## src/periodic_slot_scheduler_unit_assert.svh

```systemverilog
// assertion macros for the periodic slot scheduler
// expects clk and rst in the scope of every use
`ifndef PERIODIC_SLOT_SCHEDULER_UNIT_ASSERT_SVH
`define PERIODIC_SLOT_SCHEDULER_UNIT_ASSERT_SVH

`ifndef NO_ASSERTIONS
`define PSS_ASSERT_NOW(lbl, ante, cons) \
  lbl: assert property (@(posedge clk) disable iff (rst) (ante) |-> (cons)) \
    else $error("pss assertion failed");
`define PSS_ASSERT_NEXT(lbl, ante, cons) \
  lbl: assert property (@(posedge clk) disable iff (rst) (ante) |=> (cons)) \
    else $error("pss assertion failed");
`else
`define PSS_ASSERT_NOW(lbl, ante, cons)
`define PSS_ASSERT_NEXT(lbl, ante, cons)
`endif

`endif

```

## src/pss_pkg.sv

```systemverilog
// types and codes shared by the periodic slot scheduler
// no dependencies
package pss_pkg;

  typedef enum logic [1:0] {
    REQ_REGISTER   = 2'd0,
    REQ_UNREGISTER = 2'd1,
    REQ_TICK       = 2'd2,
    REQ_DONE       = 2'd3
  } req_t;

  typedef enum logic [2:0] {
    KIND_REG_REPLY   = 3'd0,
    KIND_UNREG_REPLY = 3'd1,
    KIND_FIRE        = 3'd2,
    KIND_DONE_REPLY  = 3'd3,
    KIND_TICK_END    = 3'd4
  } kind_t;

  typedef enum logic [1:0] {
    ST_IDLE,
    ST_SWEEP,
    ST_REPLY
  } state_t;

  // one slot of the table
  typedef struct packed {
    logic [7:0]  owner;
    logic [15:0] reload;
    logic [15:0] remaining;
    logic        irq;
    logic        busy;
  } entry_t;

  // ring step control from the sequencer to the cells
  typedef struct packed {
    logic   shift;
    entry_t tail;
  } ring_ctl_t;

endpackage

```

## src/periodic_slot_scheduler_unit.sv

```systemverilog
// busy covers one full turn of the slot ring and the reply state; the final result is
// registered and shows once the sequencer is back in idle, where the next start can be
// taken, so a new request is accepted only after the last one is through.
// fire results come at most one per cycle during the turn, in slot order.
// synchronous reset clears every slot (all free) and returns the sequencer to idle.
// depends on pss_pkg, pss_cell, pss_ctrl and periodic_slot_scheduler_unit_assert.svh
`include "periodic_slot_scheduler_unit_assert.svh"
module periodic_slot_scheduler_unit
  import pss_pkg::*;
#(
  parameter int SLOTS = 8
) (
  input  logic        clk,
  input  logic        rst,
  input  logic        start,
  output logic        busy,
  input  logic [1:0]  req_type,
  input  logic [7:0]  task_id,
  input  logic [15:0] interval,
  input  logic        in_interrupt,
  input  logic [2:0]  done_slot,
  output logic        result_valid,
  output logic [2:0]  kind,
  output logic        ok,
  output logic [2:0]  slot,
  output logic [7:0]  fired_id,
  output logic        fired_in_interrupt,
  output logic        last
);

  entry_t    cells_q [SLOTS];
  ring_ctl_t ring;

  // ring: each cell takes its upper neighbor, the top takes the processed head
  for (genvar k = 0; k < SLOTS; k++) begin : g_cell
    entry_t d;
    if (k == SLOTS - 1) begin : g_top
      assign d = ring.tail;
    end else begin : g_mid
      assign d = cells_q[k+1];
    end
    pss_cell u_cell (
      .clk   (clk),
      .rst   (rst),
      .shift (ring.shift),
      .d     (d),
      .q     (cells_q[k])
    );
  end

  pss_ctrl #(
    .SLOTS (SLOTS)
  ) u_ctrl (
    .clk                (clk),
    .rst                (rst),
    .start              (start),
    .req_type           (req_type),
    .task_id            (task_id),
    .interval           (interval),
    .in_interrupt       (in_interrupt),
    .done_slot          (done_slot),
    .head               (cells_q[0]),
    .ring               (ring),
    .busy               (busy),
    .result_valid       (result_valid),
    .kind               (kind),
    .ok                 (ok),
    .slot               (slot),
    .fired_id           (fired_id),
    .fired_in_interrupt (fired_in_interrupt),
    .last               (last)
  );

  `PSS_ASSERT_NEXT(a_accept_busy, start && !busy, busy)
  `PSS_ASSERT_NOW(a_final_idle, result_valid && last, !busy)
  `PSS_ASSERT_NOW(a_fire_in_pass, result_valid && !last, busy && kind == KIND_FIRE)
  `PSS_ASSERT_NOW(a_no_shift_idle, !busy, !ring.shift)

endmodule

```

## src/pss_cell.sv

```systemverilog
// one slot cell of the rotating table
// depends on pss_pkg
module pss_cell
  import pss_pkg::*;
(
  input  logic   clk,
  input  logic   rst,
  input  logic   shift,
  input  entry_t d,
  output entry_t q
);

  always_ff @(posedge clk) begin
    if (rst) begin
      q <= '0;
    end else if (shift) begin
      q <= d;
    end
  end

endmodule

```

## src/pss_ctrl.sv

```systemverilog
// sequencer: walks the slot ring once per request and builds the results
// depends on pss_pkg
module pss_ctrl
  import pss_pkg::*;
#(
  parameter int SLOTS = 8
) (
  input  logic       clk,
  input  logic       rst,
  input  logic       start,
  input  logic [1:0] req_type,
  input  logic [7:0] task_id,
  input  logic [15:0] interval,
  input  logic       in_interrupt,
  input  logic [2:0] done_slot,
  input  entry_t     head,
  output ring_ctl_t  ring,
  output logic       busy,
  output logic       result_valid,
  output logic [2:0] kind,
  output logic       ok,
  output logic [2:0] slot,
  output logic [7:0] fired_id,
  output logic       fired_in_interrupt,
  output logic       last
);

  localparam int IDX_W = (SLOTS > 1) ? $clog2(SLOTS) : 1;

  state_t          state, state_next;
  logic [IDX_W-1:0] step;
  req_t            req;
  logic [7:0]      id;
  logic [15:0]     ival;
  logic            irq;
  logic [2:0]      ds;
  logic            found;
  logic            rec_ok;
  logic [2:0]      rec_slot;
  logic [7:0]      rec_id;
  logic            rec_irq;

  logic [7:0] step_ext;
  logic       last_step;
  logic       hit;
  logic       fire;
  entry_t     tail;

  assign step_ext  = 8'(step);
  assign last_step = (step == IDX_W'(SLOTS - 1));
  assign busy      = (state != ST_IDLE);

  // processing of the slot at the head of the ring
  always_comb begin
    tail = head;
    hit  = 1'b0;
    fire = 1'b0;
    case (req)
      REQ_REGISTER: begin
        if (id != 8'd0 && !found && head.owner == 8'd0) begin
          hit            = 1'b1;
          tail.owner     = id;
          tail.reload    = ival - 16'd1;
          tail.remaining = ival;
          tail.irq       = irq;
          tail.busy      = 1'b0;
        end
      end
      REQ_UNREGISTER: begin
        if (id != 8'd0 && !found && head.owner == id) begin
          hit  = 1'b1;
          tail = '0;
        end
      end
      REQ_TICK: begin
        if (head.owner != 8'd0 && !head.busy) begin
          if (head.remaining == 16'd0) begin
            fire           = 1'b1;
            tail.remaining = head.reload;
            if (!head.irq) begin
              tail.busy = 1'b1;
            end
          end else begin
            tail.remaining = head.remaining - 16'd1;
          end
        end
      end
      REQ_DONE: begin
        if ({5'd0, ds} == step_ext) begin
          hit = 1'b1;
          if (head.owner != 8'd0 && head.busy) begin
            tail.busy = 1'b0;
          end
        end
      end
      default: ;
    endcase
  end

  assign ring.shift = (state == ST_SWEEP);
  assign ring.tail  = tail;

  always_comb begin
    state_next = state;
    case (state)
      ST_IDLE:  if (start) state_next = ST_SWEEP;
      ST_SWEEP: if (last_step) state_next = ST_REPLY;
      ST_REPLY: state_next = ST_IDLE;
      default:  state_next = ST_IDLE;
    endcase
  end

  always_ff @(posedge clk) begin
    if (rst) begin
      state <= ST_IDLE;
    end else begin
      state <= state_next;
    end
  end

  // request capture and per-pass records
  always_ff @(posedge clk) begin
    if (rst) begin
      step <= '0;
    end else if (state == ST_IDLE && start) begin
      step     <= '0;
      req      <= req_t'(req_type);
      id       <= task_id;
      ival     <= interval;
      irq      <= in_interrupt;
      ds       <= done_slot;
      found    <= 1'b0;
      rec_ok   <= 1'b0;
      rec_slot <= 3'd0;
      rec_id   <= 8'd0;
      rec_irq  <= 1'b0;
    end else if (state == ST_SWEEP) begin
      step <= last_step ? '0 : step + IDX_W'(1);
      if (hit) begin
        found    <= 1'b1;
        rec_slot <= step_ext[2:0];
        rec_id   <= head.owner;
        rec_irq  <= (req == REQ_REGISTER) ? irq : head.irq;
        rec_ok   <= (req == REQ_DONE) ? (head.owner != 8'd0 && head.busy) : 1'b1;
      end
    end
  end

  // result register: one result per strobe, each fire result and the final reply
  always_ff @(posedge clk) begin
    if (rst) begin
      result_valid <= 1'b0;
    end else begin
      result_valid <= (state == ST_SWEEP && fire) || (state == ST_REPLY);
    end
  end

  always_ff @(posedge clk) begin
    if (state == ST_SWEEP) begin
      kind               <= KIND_FIRE;
      ok                 <= 1'b1;
      slot               <= step_ext[2:0];
      fired_id           <= head.owner;
      fired_in_interrupt <= head.irq;
      last               <= 1'b0;
    end else begin
      last <= 1'b1;
      case (req)
        REQ_REGISTER, REQ_UNREGISTER: begin
          kind               <= (req == REQ_REGISTER) ? KIND_REG_REPLY : KIND_UNREG_REPLY;
          ok                 <= found;
          slot               <= found ? rec_slot : 3'd0;
          fired_id           <= id;
          fired_in_interrupt <= found ? rec_irq : 1'b0;
        end
        REQ_DONE: begin
          kind               <= KIND_DONE_REPLY;
          ok                 <= rec_ok;
          slot               <= ds;
          fired_id           <= rec_id;
          fired_in_interrupt <= rec_irq;
        end
        default: begin
          kind               <= KIND_TICK_END;
          ok                 <= 1'b1;
          slot               <= 3'd0;
          fired_id           <= 8'd0;
          fired_in_interrupt <= 1'b0;
        end
      endcase
    end
  end

endmodule

```

## config.mk

```make
export PLATFORM = sky130hd
export DESIGN_NAME = periodic_slot_scheduler_unit
export DESIGN_NICKNAME = d
export VERILOG_FILES = /design/src/pss_pkg.sv /design/src/periodic_slot_scheduler_unit.sv /design/src/pss_cell.sv /design/src/pss_ctrl.sv
export VERILOG_INCLUDE_DIRS = /design/src /design/src/src
export SDC_FILE = /design/constraint.sdc
export NUM_CORES = 1
export LEC_CHECK = 0
export BUFFER_PORTS_ARGS = -buffer_cell sky130_fd_sc_hd__buf_2
export CORE_ASPECT_RATIO = 0.9
export CORE_MARGIN = 2
export CORE_UTILIZATION = 45
export DETAILED_ROUTE_END_ITERATION = 10
export PLACE_DENSITY_LB_ADDON = 0.15
export SETUP_SLACK_MARGIN = 0.2
export SKIP_CTS_REPAIR_TIMING = 1
export SYNTH_ARGS = -nofsm -noshare
export SYNTH_HDL_FRONTEND = slang
export SYNTH_SLANG_ARGS = --single-unit
export TNS_END_PERCENT = 10
```

## constraint.sdc

```tcl
create_clock -name clk -period 4.6 [get_ports clk]
set_input_delay 0.69 -clock clk [delete_from_list [all_inputs] [get_ports clk]]
set_output_delay 0.69 -clock clk [all_outputs]
set_load 0.05 [all_outputs]
```

==> results of run 1 <==
==> area by class of cell <==
class	count	share of cell area, %
Tap cell	462	3.33
Multi-Input combinational cell	1306	36.5
Timing Repair Buffer	66	2.25
Clock buffer	58	7.18
Sequential cell	403	49.1
Clock inverter	16	1.28
Inverter	16	0.390
==> flip-flops by register name, summed over array words and instances, names as in the netlist, 8 cells and up <==
signal / count
u_ctrl.id: 8
u_ctrl.ival: 16
g_cell.u_cell.q: 336
u_ctrl.fired_id: 8
u_ctrl.rec_id: 8
==> critical path, cell delays in order, from the launching register on <==
cell and delay, ps:
dfxtp_1 360, inv_1 90, ha_1 160, nor4b_2 550, nand4_1 650, mux2_2 480
a221oi_1 260, a211oi_1 110
==> per-stage QoR <==
| step | utilization, % | worst slack [ps] |
|---|---|---|
| after global placement | 46.6 | 1800 |
| after detailed placement | 46.6 | 1720 |
| after global routing | 51.0 | 1560 |
| final | 51.0 | 1780 |
| after floorplan | - | 1430 |
| after CTS | 51.0 | 1820 |
==> cell families after synthesis <==
family	count (synthesis)	synth area share (%)
fa+ha+maj	5	0.402
mux	4	0.282
buf+inv	161	4.67
xor+xnor	20	1.13
flops	403	54.7
compound gates	463	17.3
simple gates	814	21.5
==> where the power goes <==
part	total (mW)	switching (mW)	internal, mW	leakage, nW
logic	0.452	0.354	0.0977	1.76
clock network	3.55	1.38	2.17	0.715
registers	3.68	0.0516	3.63	3.32
==> routing by layer <==
| layer | wire, um | vias up | global-route usage (%) |
|---|---|---|---|
| met5 | 0 | - | 0 |
| li1 | - | 6247 | - |
| met2 | 14700 | 248 | 26.8 |
| met3 | 1650 | 65 | 3.14 |
| met1 | 18200 | 5869 | 30.2 |
| met4 | 791 | 0 | 6.28 |
==> placed cells by master, fill, tap and decap left out, drive strengths merged, types with 4 or more instances in the layout <==
cell / n
a21oi: 319
inv: 15
xnor2: 6
nand3: 24
xor2: 14
o31a: 4
or4: 6
ha: 5
a311oi: 22
nor3b: 4
clkbuf: 58
nor4: 17
edfxtp: 44
a221oi: 17
o21ai: 36
dfxtp: 359
nand2: 620
bufinv: 5
buf: 66
nor3: 19
a211oi: 18
o211ai: 11
and2: 16
nand4: 7
nor2: 88
clkinv: 9
==> final timing paths <==
kind	from	end	slack [ps]	cells after the start
setup / recovery	g_cell[0].u_cell.q[2]$_SDFFE_PP0P_	g_cell[7].u_cell.q[5]$_SDFFE_PP0P_	1780	7
hold / removal	task_id[5]	u_ctrl.id[5]$_DFFE_PP_	320	1
setup reg to reg	g_cell[0].u_cell.q[2]$_SDFFE_PP0P_	g_cell[7].u_cell.q[5]$_SDFFE_PP0P_	1780	7
hold reg to reg	g_cell[4].u_cell.q[17]$_SDFFE_PP0P_	g_cell[3].u_cell.q[17]$_SDFFE_PP0P_	450	2
==> metrics.csv, run 1 <==
metric,value,unit
status,"complete, no violations",
fin. max-slew vios,0,
worst setup path class,register to register,
share of cells above drive strength 1,8.47,%
DR WL/cell,15.2,um
number of clock sinks,403,
Worst-path clk slew,70,ps
Final min period,2820,ps
Hold WC Path Type,input port to register,
register bit total from synthesis,403,
initial DRC count,1230,
Synthesized Nets,1908,
number of enable flip-flop cells after synthesis,44,
Post-Layout Cell Count,2327,
Post-Syn Area,15600,sq um
CTS tree,built,
Die Area,36100,sq um
Setup-failing EPs final,0,
starting density of the core,45.7,%
FILL cells,3247,
max_slew headroom,22.5,%
vias in the first global route,11000,
list of most frequent post-synthesis cells,"619 x nand2_1, 359 x dfxtp_1, 319 x a21oi_1",
"count leader, synth",nand2_1,
CP Capture Type,register,
area of the multi-input gates,6330,sq um
critical path arrival,3210,ps
final wirelength,35.3,mm
clk_skew,13.2,ps
post-route total power,7.68,mW
Num CTS Buffers,42,
Die Y-Extent,180,um
Site Rows,64,
RD Place Congestion,0.843,
achievable frequency,355,MHz
Cells after Synth,1870,
Port-buffer cells,51,
leak pwr,5.79,nW
Max Buffers Root-to-Sink,3,
latest clock arrival within the worst-skew pair,550,ps
first-pass GRT wire length,57.2,mm
period utilization,61.3,%
fin area,17300,sq um
Max Cap Viol,0,
nets,1873,
core area,34000,sq um
Required @ worst endpoint,4990,ps
"Seq/Total Area, Yosys",54.7,%
largest net degree at the start of global routing,150,
unrepaired setup endpoints after global routing,no,
Post-synth ARST share,0,%
maximum vdd drop,0.336,mV
First-pass DRT Iterations,5,
hold slack,317,ps
synth warn,0,
setup_tns,0,ps
Layout area overhead,11.5,%
via count,12400,
initial antenna violation count,0,
post-synth cell types,71,
Fin. Hold Viols,0,
cell type with the largest total area after synthesis,dfxtp_1,
main flop type after synthesis,dfxtp_1,
register area,8510,sq um
crit-path max FO,12,
ANT nets after route,0,
diodes inserted,0,
drc violations,0,
root buf cell,clkbuf_16,
GRT Util Overall,19.3,%
Die Width,200,um
post-synth top area share,46.2,%
HPWL after detailed placement,21.1,mm
Post-DP Area,15900,sq um
Avg Inst Size Synth,8.32,sq um
startpoint types,register,
"Remaining Overflow, GRT",0,
dpl cells,2253,
Worst Tran Pin Value,1150,ps
Synth area leaders,"dfxtp_1 46%, nand2_1 15%, a21oi_1 10%",
PD cells,443,nW/um^2
vias per cell,5.34,
# H-tree levels,2,
IO Count,52,
Power figures use the tool's default switching activity.
==> inputs of run 2 (changes only) <==
Clock period 4.6 ns to 2.5 ns, I/O delays scaled along.
==> run 2 against run 1 <==
Total power is 80% higher. Register-to-register slack worse by 1600 ps. Setup slack worse by 1600 ps. Sequential cell count stayed put. Clock-buffer cell count is 10 higher. Clock skew is 4.1 ps higher. Global-route usage is 2.1 points higher. Cell area is 2.0% higher. Critical endpoint is now g_cell[7].u_cell.q[8]$_SDFFE_PP0P_. Largest cell class unchanged. Highest routed layer unchanged.
==> metrics.csv, run 2 (same netlist as run 1, synthesis figures left out) <==
metric,value,unit,change
unrepaired setup endpoints after global routing,yes,,was no
CP endpoint,g_cell[7].u_cell.q[8]$_SDFFE_PP0P_,,was g_cell[7].u_cell.q[5]$_SDFFE_PP0P_
r2r endpoint,g_cell[7].u_cell.q[8]$_SDFFE_PP0P_,,was g_cell[7].u_cell.q[5]$_SDFFE_PP0P_
via count,12700,,was 12400
GRT Util Overall,21.4,%,was 19.3%
Worst Tran Pin Value,981,ps,was 1150 ps
First-pass DRT Iterations,5,,unchanged
Die Area,36100,sq um,unchanged
maximum vdd drop,0.569,mV,was 0.336 mV
fin. max-slew vios,0,,unchanged
Final min period,2290,ps,was 2820 ps
clock power share,44.4,%,was 46.2%
core area,34000,sq um,unchanged
FILL cells,3278,,was 3247
initial DRC count,1192,,was 1230
RD Place Congestion,0.861,,was 0.843
Die Width,200,um,unchanged
Max Cap Viol,0,,unchanged
startpoint types,register,,unchanged
P_int,10.6,mW,was 5.90 mW
Largest Register,g_cell.u_cell.q,,unchanged
PD cells,783,nW/um^2,was 443 nW/um^2
fin util,52.0,%,was 51.0%
max_slew headroom,34.6,%,was 22.5%
crit-path max FO,8,,was 12
period utilization,91.8,%,was 61.3%
Required @ worst endpoint,2940,ps,was 4990 ps
latest clock arrival within the worst-skew pair,540,ps,was 550 ps
Num CTS Buffers,42,,unchanged
combinational group share of total power,6.5,%,was 5.9%
setup_tns,0,ps,unchanged
slowest CP cell,or4_2,,was nand4_1
status,"complete, no violations",,unchanged
"most common cell after layout, fill and taps aside",nand2_1,,unchanged
HPWL after detailed placement,24.3,mm,was 21.1 mm
Worst R2R Setup Slack,210,ps,was 1780 ps
Switching Share,23.7,%,was 23.2%
drc violations,0,,unchanged
Die Y-Extent,180,um,unchanged
# H-tree levels,2,,unchanged
worst r2r src,g_cell[0].u_cell.q[41]$_SDFFE_PP0P_,,was g_cell[0].u_cell.q[2]$_SDFFE_PP0P_
DR WL/cell,16.7,um,was 15.2 um
clk_skew,17.2,ps,was 13.2 ps
share of cells above drive strength 1,10.7,%,was 8.47%
pre-CTS setup slack,196,ps,was 1720 ps
worst setup path class,register to register,,unchanged
CTS tree,built,,unchanged
Net Sw Power,3.29,mW,was 1.78 mW
ANT nets after route,0,,unchanged
"Buf+Inv Stages, Crit Path",0,,was 1
Worst-path clk slew,60,ps,was 70 ps
final worst setup slack,206,ps,was 1780 ps
cells on worst reg2reg path,5,,was 7
most frequent cells in the layout,"619 x nand2_1, 357 x dfxtp_1, 319 x a21oi_1",,"was 619 x nand2_1, 359 x dfxtp_1, 319 x a21oi_1"
post-route total power,13.8,mW,was 7.68 mW
vias in the first global route,11400,,was 11000
hold depth,1,,unchanged
"Remaining Overflow, GRT",0,,unchanged
Hold WC Path Type,input port to register,,unchanged
CP cell instances,or4_2 > o21ai_2 > o31a_2 > nand3_1 > a311oi_1,,was inv_1 > ha_1 > nor4b_2 > nand4_1 > mux2_2 > a221oi_1 > a211oi_1
first-pass GRT wire length,62.4,mm,was 57.2 mm
largest net degree at the start of global routing,133,,was 150
Crit path largest cell delay,710,ps,was 650 ps
IO Count,52,,unchanged
CP startpoint,g_cell[0].u_cell.q[41]$_SDFFE_PP0P_,,was g_cell[0].u_cell.q[2]$_SDFFE_PP0P_
critical path arrival,2740,ps,was 3210 ps
Sequential Power Share,49.1,%,was 47.9%
Site Rows,64,,unchanged
initial antenna violation count,0,,unchanged
leak pwr,5.98,nW,was 5.79 nW
final wirelength,39.5,mm,was 35.3 mm
Max Buffers Root-to-Sink,3,,unchanged
hold_sp,req_type[0],,was task_id[5]
Fin. Hold Viols,0,,unchanged
nets,1914,,was 1873
family with the most delay on the worst path,compound AO/OA/AOI/OAI gates,,was simple AND/OR/NAND/NOR gates
CP Capture Type,register,,unchanged
number of clock sinks,403,,unchanged
top flop regs,"g_cell.u_cell.q (336), u_ctrl.ival (16)",,unchanged
starting density of the core,45.7,%,unchanged
diodes inserted,0,,unchanged
stages on the worst setup path,5,,was 7
Setup-failing EPs final,0,,unchanged
vias per cell,5.37,,was 5.34
Layout area overhead,13.7,%,was 11.5%
register area,8520,sq um,was 8510 sq um
root buf cell,clkbuf_16,,unchanged
hold slack,23.4,ps,was 317 ps
Port-buffer cells,51,,unchanged
max FFs per register,336,,unchanged
area of the multi-input gates,6400,sq um,was 6330 sq um
achievable frequency,436,MHz,was 355 MHz
-- run 2: power groups by stage --
stage,clock (mW),combinational [mW],sequential (mW)
6_report,6.14,0.904,6.79
3_5_place_dp,0,0.901,6.93
5_1_grt,6.57,0.993,6.80
4_1_cts,6.32,0.903,6.79
2_1_floorplan,0,0.554,6.98
3_3_place_gp,0,0.901,6.93
-- run 2: how the worst min path moves through the flow --
stage	endpoint	slack, ps
floorplan	g_cell[6].u_cell.q[16]$_SDFFE_PP0P_	430
global placement	g_cell[4].u_cell.q[36]$_SDFFE_PP0P_	430
detailed placement	g_cell[1].u_cell.q[18]$_SDFFE_PP0P_	440
CTS	u_ctrl.ival[6]$_DFFE_PP_	-7
global route	u_ctrl.req[0]$_DFFE_PP_	0.6
finish	u_ctrl.req[0]$_DFFE_PP_	20
-- run 2: cell type report --
cell class | count | area share (%)
Sequential cell | 403 | 48.2
Multi-Input combinational cell | 1307 | 36.2
Clock buffer | 68 | 7.35
Timing Repair Buffer | 106 | 4.24
Tap cell | 462 | 3.27
Inverter | 16 | 0.410
Clock inverter | 7 | 0.403
-- run 2: metal layers --
layer | wire [um] | global-route usage, % | vias to the layer above | share of wire [%]
met5 | 0 | 0 | - | 0
met4 | 693 | 4.56 | 0 | 1.8
met3 | 2400 | 3.76 | 74 | 6.1
met2 | 16200 | 29.7 | 293 | 41
met1 | 20200 | 34.1 | 6029 | 51
li1 | - | - | 6334 | -
-- run 2: through the flow --
stage	instance area [sq um]	instances
after floorplan	15600	1870
after global placement	16200	2289
after detailed placement	16200	2289
after CTS	17600	2364
after global routing	17700	2369
final	17700	2369
==> inputs of run 3 (changes only) <==
Clock period 2.5 ns to 2.75 ns, I/O delays scaled along.
==> run 3 against run 2 <==
Utilization is 0.60 points lower. Worst hold slack gained 23 ps. Total power fell by 9.6%. Clock-buffer cell count is 2 higher. Routed wire length decreased by 5.3%. Non-clock buffer count shrank 16. Critical endpoint is now u_ctrl.found$_SDFFCE_PP0P_. Highest routed layer unchanged. Clock skew is 4.2 ps higher. Sequential power is 9.3% lower. Global-route usage is 0.79 points lower.
==> metrics.csv, run 3 (same netlist as run 1, synthesis figures left out) <==
metric,value,unit,change
status,"complete, no violations",,unchanged
Die Width,200,um,unchanged
family with the most delay on the worst path,compound AO/OA/AOI/OAI gates,,unchanged
"Buf+Inv Stages, Crit Path",0,,unchanged
Die Area,36100,sq um,unchanged
Crit path largest cell delay,600,ps,was 710 ps
max FFs per register,336,,unchanged
Switching Share,23.7,%,about the same
Worst R2R Setup Slack,300,ps,was 210 ps
initial DRC count,1121,,was 1192
crit-path max FO,14,,was 8
most frequent cells in the layout,"619 x nand2_1, 359 x dfxtp_1, 319 x a21oi_1",,"was 619 x nand2_1, 357 x dfxtp_1, 319 x a21oi_1"
cells on worst reg2reg path,5,,unchanged
Required @ worst endpoint,2950,ps,was 2940 ps
unrepaired setup endpoints after global routing,no,,was yes
# H-tree levels,2,,unchanged
starting density of the core,45.7,%,unchanged
Net Sw Power,2.96,mW,was 3.29 mW
register area,8510,sq um,was 8520 sq um
vias in the first global route,11300,,was 11400
RD Place Congestion,0.850,,was 0.861
CTS tree,built,,unchanged
FILL cells,3278,,unchanged
hold depth,1,,unchanged
WHS Endpoint,u_ctrl.ival[8]$_DFFE_PP_,,was u_ctrl.req[0]$_DFFE_PP_
clk_skew,21.4,ps,was 17.2 ps
area of the multi-input gates,6340,sq um,was 6400 sq um
Post-Layout Cell Count,2353,,was 2369
achievable frequency,408,MHz,was 436 MHz
Worst Tran Pin Value,646,ps,was 981 ps
diodes inserted,0,,unchanged
startpoint types,register,,unchanged
Hold WC Path Type,input port to register,,unchanged
period utilization,89.1,%,was 91.8%
clock power share,44.3,%,was 44.4%
Port-buffer cells,51,,unchanged
critical path arrival,2650,ps,was 2740 ps
HPWL after detailed placement,23.4,mm,was 24.3 mm
worst setup path class,register to register,,unchanged
latest clock arrival within the worst-skew pair,550,ps,was 540 ps
PD cells,716,nW/um^2,was 783 nW/um^2
First-pass DRT Iterations,5,,unchanged
CP cell instances,xor2_1 > nor4_1 > a31oi_1 > o21ai_0 > a31o_2,,was or4_2 > o21ai_2 > o31a_2 > nand3_1 > a311oi_1
combinational group share of total power,6.4,%,was 6.5%
Die Y-Extent,180,um,unchanged
"Remaining Overflow, GRT",0,,unchanged
Worst-path clk slew,60,ps,about the same
via count,12600,,was 12700
number of clock sinks,403,,unchanged
worst r2r src,u_ctrl.id[6]$_DFFE_PP_,,was g_cell[0].u_cell.q[41]$_SDFFE_PP0P_
Site Rows,64,,unchanged
max_slew headroom,56.6,%,was 34.6%
drc violations,0,,unchanged
maximum vdd drop,0.455,mV,was 0.569 mV
Num CTS Buffers,42,,unchanged
final wirelength,37.4,mm,was 39.5 mm
first-pass GRT wire length,60.5,mm,was 62.4 mm
dpl cells,2277,,was 2289
GRT Util Overall,20.6,%,was 21.4%
Sequential Power Share,49.3,%,was 49.1%
leak pwr,5.87,nW,was 5.98 nW
Fin. Hold Viols,0,,unchanged
"most common cell after layout, fill and taps aside",nand2_1,,unchanged
largest net degree at the start of global routing,123,,was 133
IO Count,52,,unchanged
Final min period,2450,ps,was 2290 ps
core area,34000,sq um,unchanged
fin. max-slew vios,0,,unchanged
top flop regs,"g_cell.u_cell.q (336), u_ctrl.ival (16)",,unchanged
initial antenna violation count,0,,unchanged
setup_tns,0,ps,unchanged
Setup-failing EPs final,0,,unchanged
CP Capture Type,register,,unchanged
vias per cell,5.35,,was 5.37
r2r endpoint,u_ctrl.found$_SDFFCE_PP0P_,,was g_cell[7].u_cell.q[8]$_SDFFE_PP0P_
Max Cap Viol,0,,unchanged
Layout area overhead,12.4,%,was 13.7%
slowest CP cell,nor4_1,,was or4_2
DR WL/cell,15.9,um,was 16.7 um
Largest Register,g_cell.u_cell.q,,unchanged
P_int,9.55,mW,was 10.6 mW
Max Buffers Root-to-Sink,3,,unchanged
root buf cell,clkbuf_16,,unchanged
share of cells above drive strength 1,9.31,%,was 10.7%
ANT nets after route,0,,unchanged
hold_sp,interval[8],,was req_type[0]
nets,1897,,was 1914
-- run 3: worst max-delay path by stage --
stage	slack [ps]	endpoint	cells past startpoint	start
6_report	300	u_ctrl.found$_SDFFCE_PP0P_	5	u_ctrl.id[6]$_DFFE_PP_
5_1_grt	220	u_ctrl.rec_irq$_SDFFCE_PP0P_	5	u_ctrl.id[3]$_DFFE_PP_
4_1_cts	340	u_ctrl.found$_SDFFCE_PP0P_	5	u_ctrl.id[6]$_DFFE_PP_
3_5_place_dp	360	u_ctrl.rec_slot[2]$_SDFFCE_PP0P_	5	u_ctrl.id[6]$_DFFE_PP_
3_3_place_gp	480	u_ctrl.rec_slot[2]$_SDFFCE_PP0P_	5	u_ctrl.id[6]$_DFFE_PP_
2_1_floorplan	350	u_ctrl.found$_SDFFCE_PP0P_	6	u_ctrl.state[1]$_SDFFE_PP0P_
-- run 3: stage by stage --
stage               power, mW  hold WS, ps  area, sq um  worst slack, ps  utilization, %
floorplan                6.84          432        15600              349               -
global placement         7.09          436        16100              482            47.4
detailed placement       7.10          442        16100              355            47.4
CTS                      12.7         23.3        17500              335            51.3
global route             13.0         33.0        17500              224            51.4
finish                   12.5         46.9        17500              300            51.4
-- run 3: per-layer routing --
| layer | up-vias | wire, um | track usage [%] | part of all wire [%] |
|---|---|---|---|---|
| met1 | 5969 | 19300 | 31.8 | 52 |
| met4 | 0 | 611 | 4.98 | 1.6 |
| met2 | 261 | 15500 | 29.2 | 41 |
| li1 | 6303 | - | - | - |
| met3 | 53 | 1990 | 4.15 | 5.3 |
| met5 | - | 0 | 0 | 0 |
-- run 3: final cells by class --
type	count	area share [%]
repair buffers	90	3.62
multi-input cells	1306	36.3
well taps	462	3.31
clock buffers	70	7.37
flip-flops and latches	403	48.7
inverters	16	0.387
clock inverters	6	0.387
-- run 3: worst reg2reg max path, cell delays in order (launching register included) --
cell,delay (ps)
edfxtp_1,450
xor2_1,170
nor4_1,600
a31oi_1,250
o21ai_0,220
a31o_2,420
-- run 3: power groups by stage --
| stage | combinational [mW] | clock [mW] | sequential (mW) |
|---|---|---|---|
| 6_report | 0.800 | 5.55 | 6.16 |
| 5_1_grt | 0.878 | 5.93 | 6.17 |
| 4_1_cts | 0.806 | 5.69 | 6.16 |
| 3_5_place_dp | 0.804 | 0 | 6.29 |
| 3_3_place_gp | 0.803 | 0 | 6.29 |
| 2_1_floorplan | 0.503 | 0 | 6.34 |
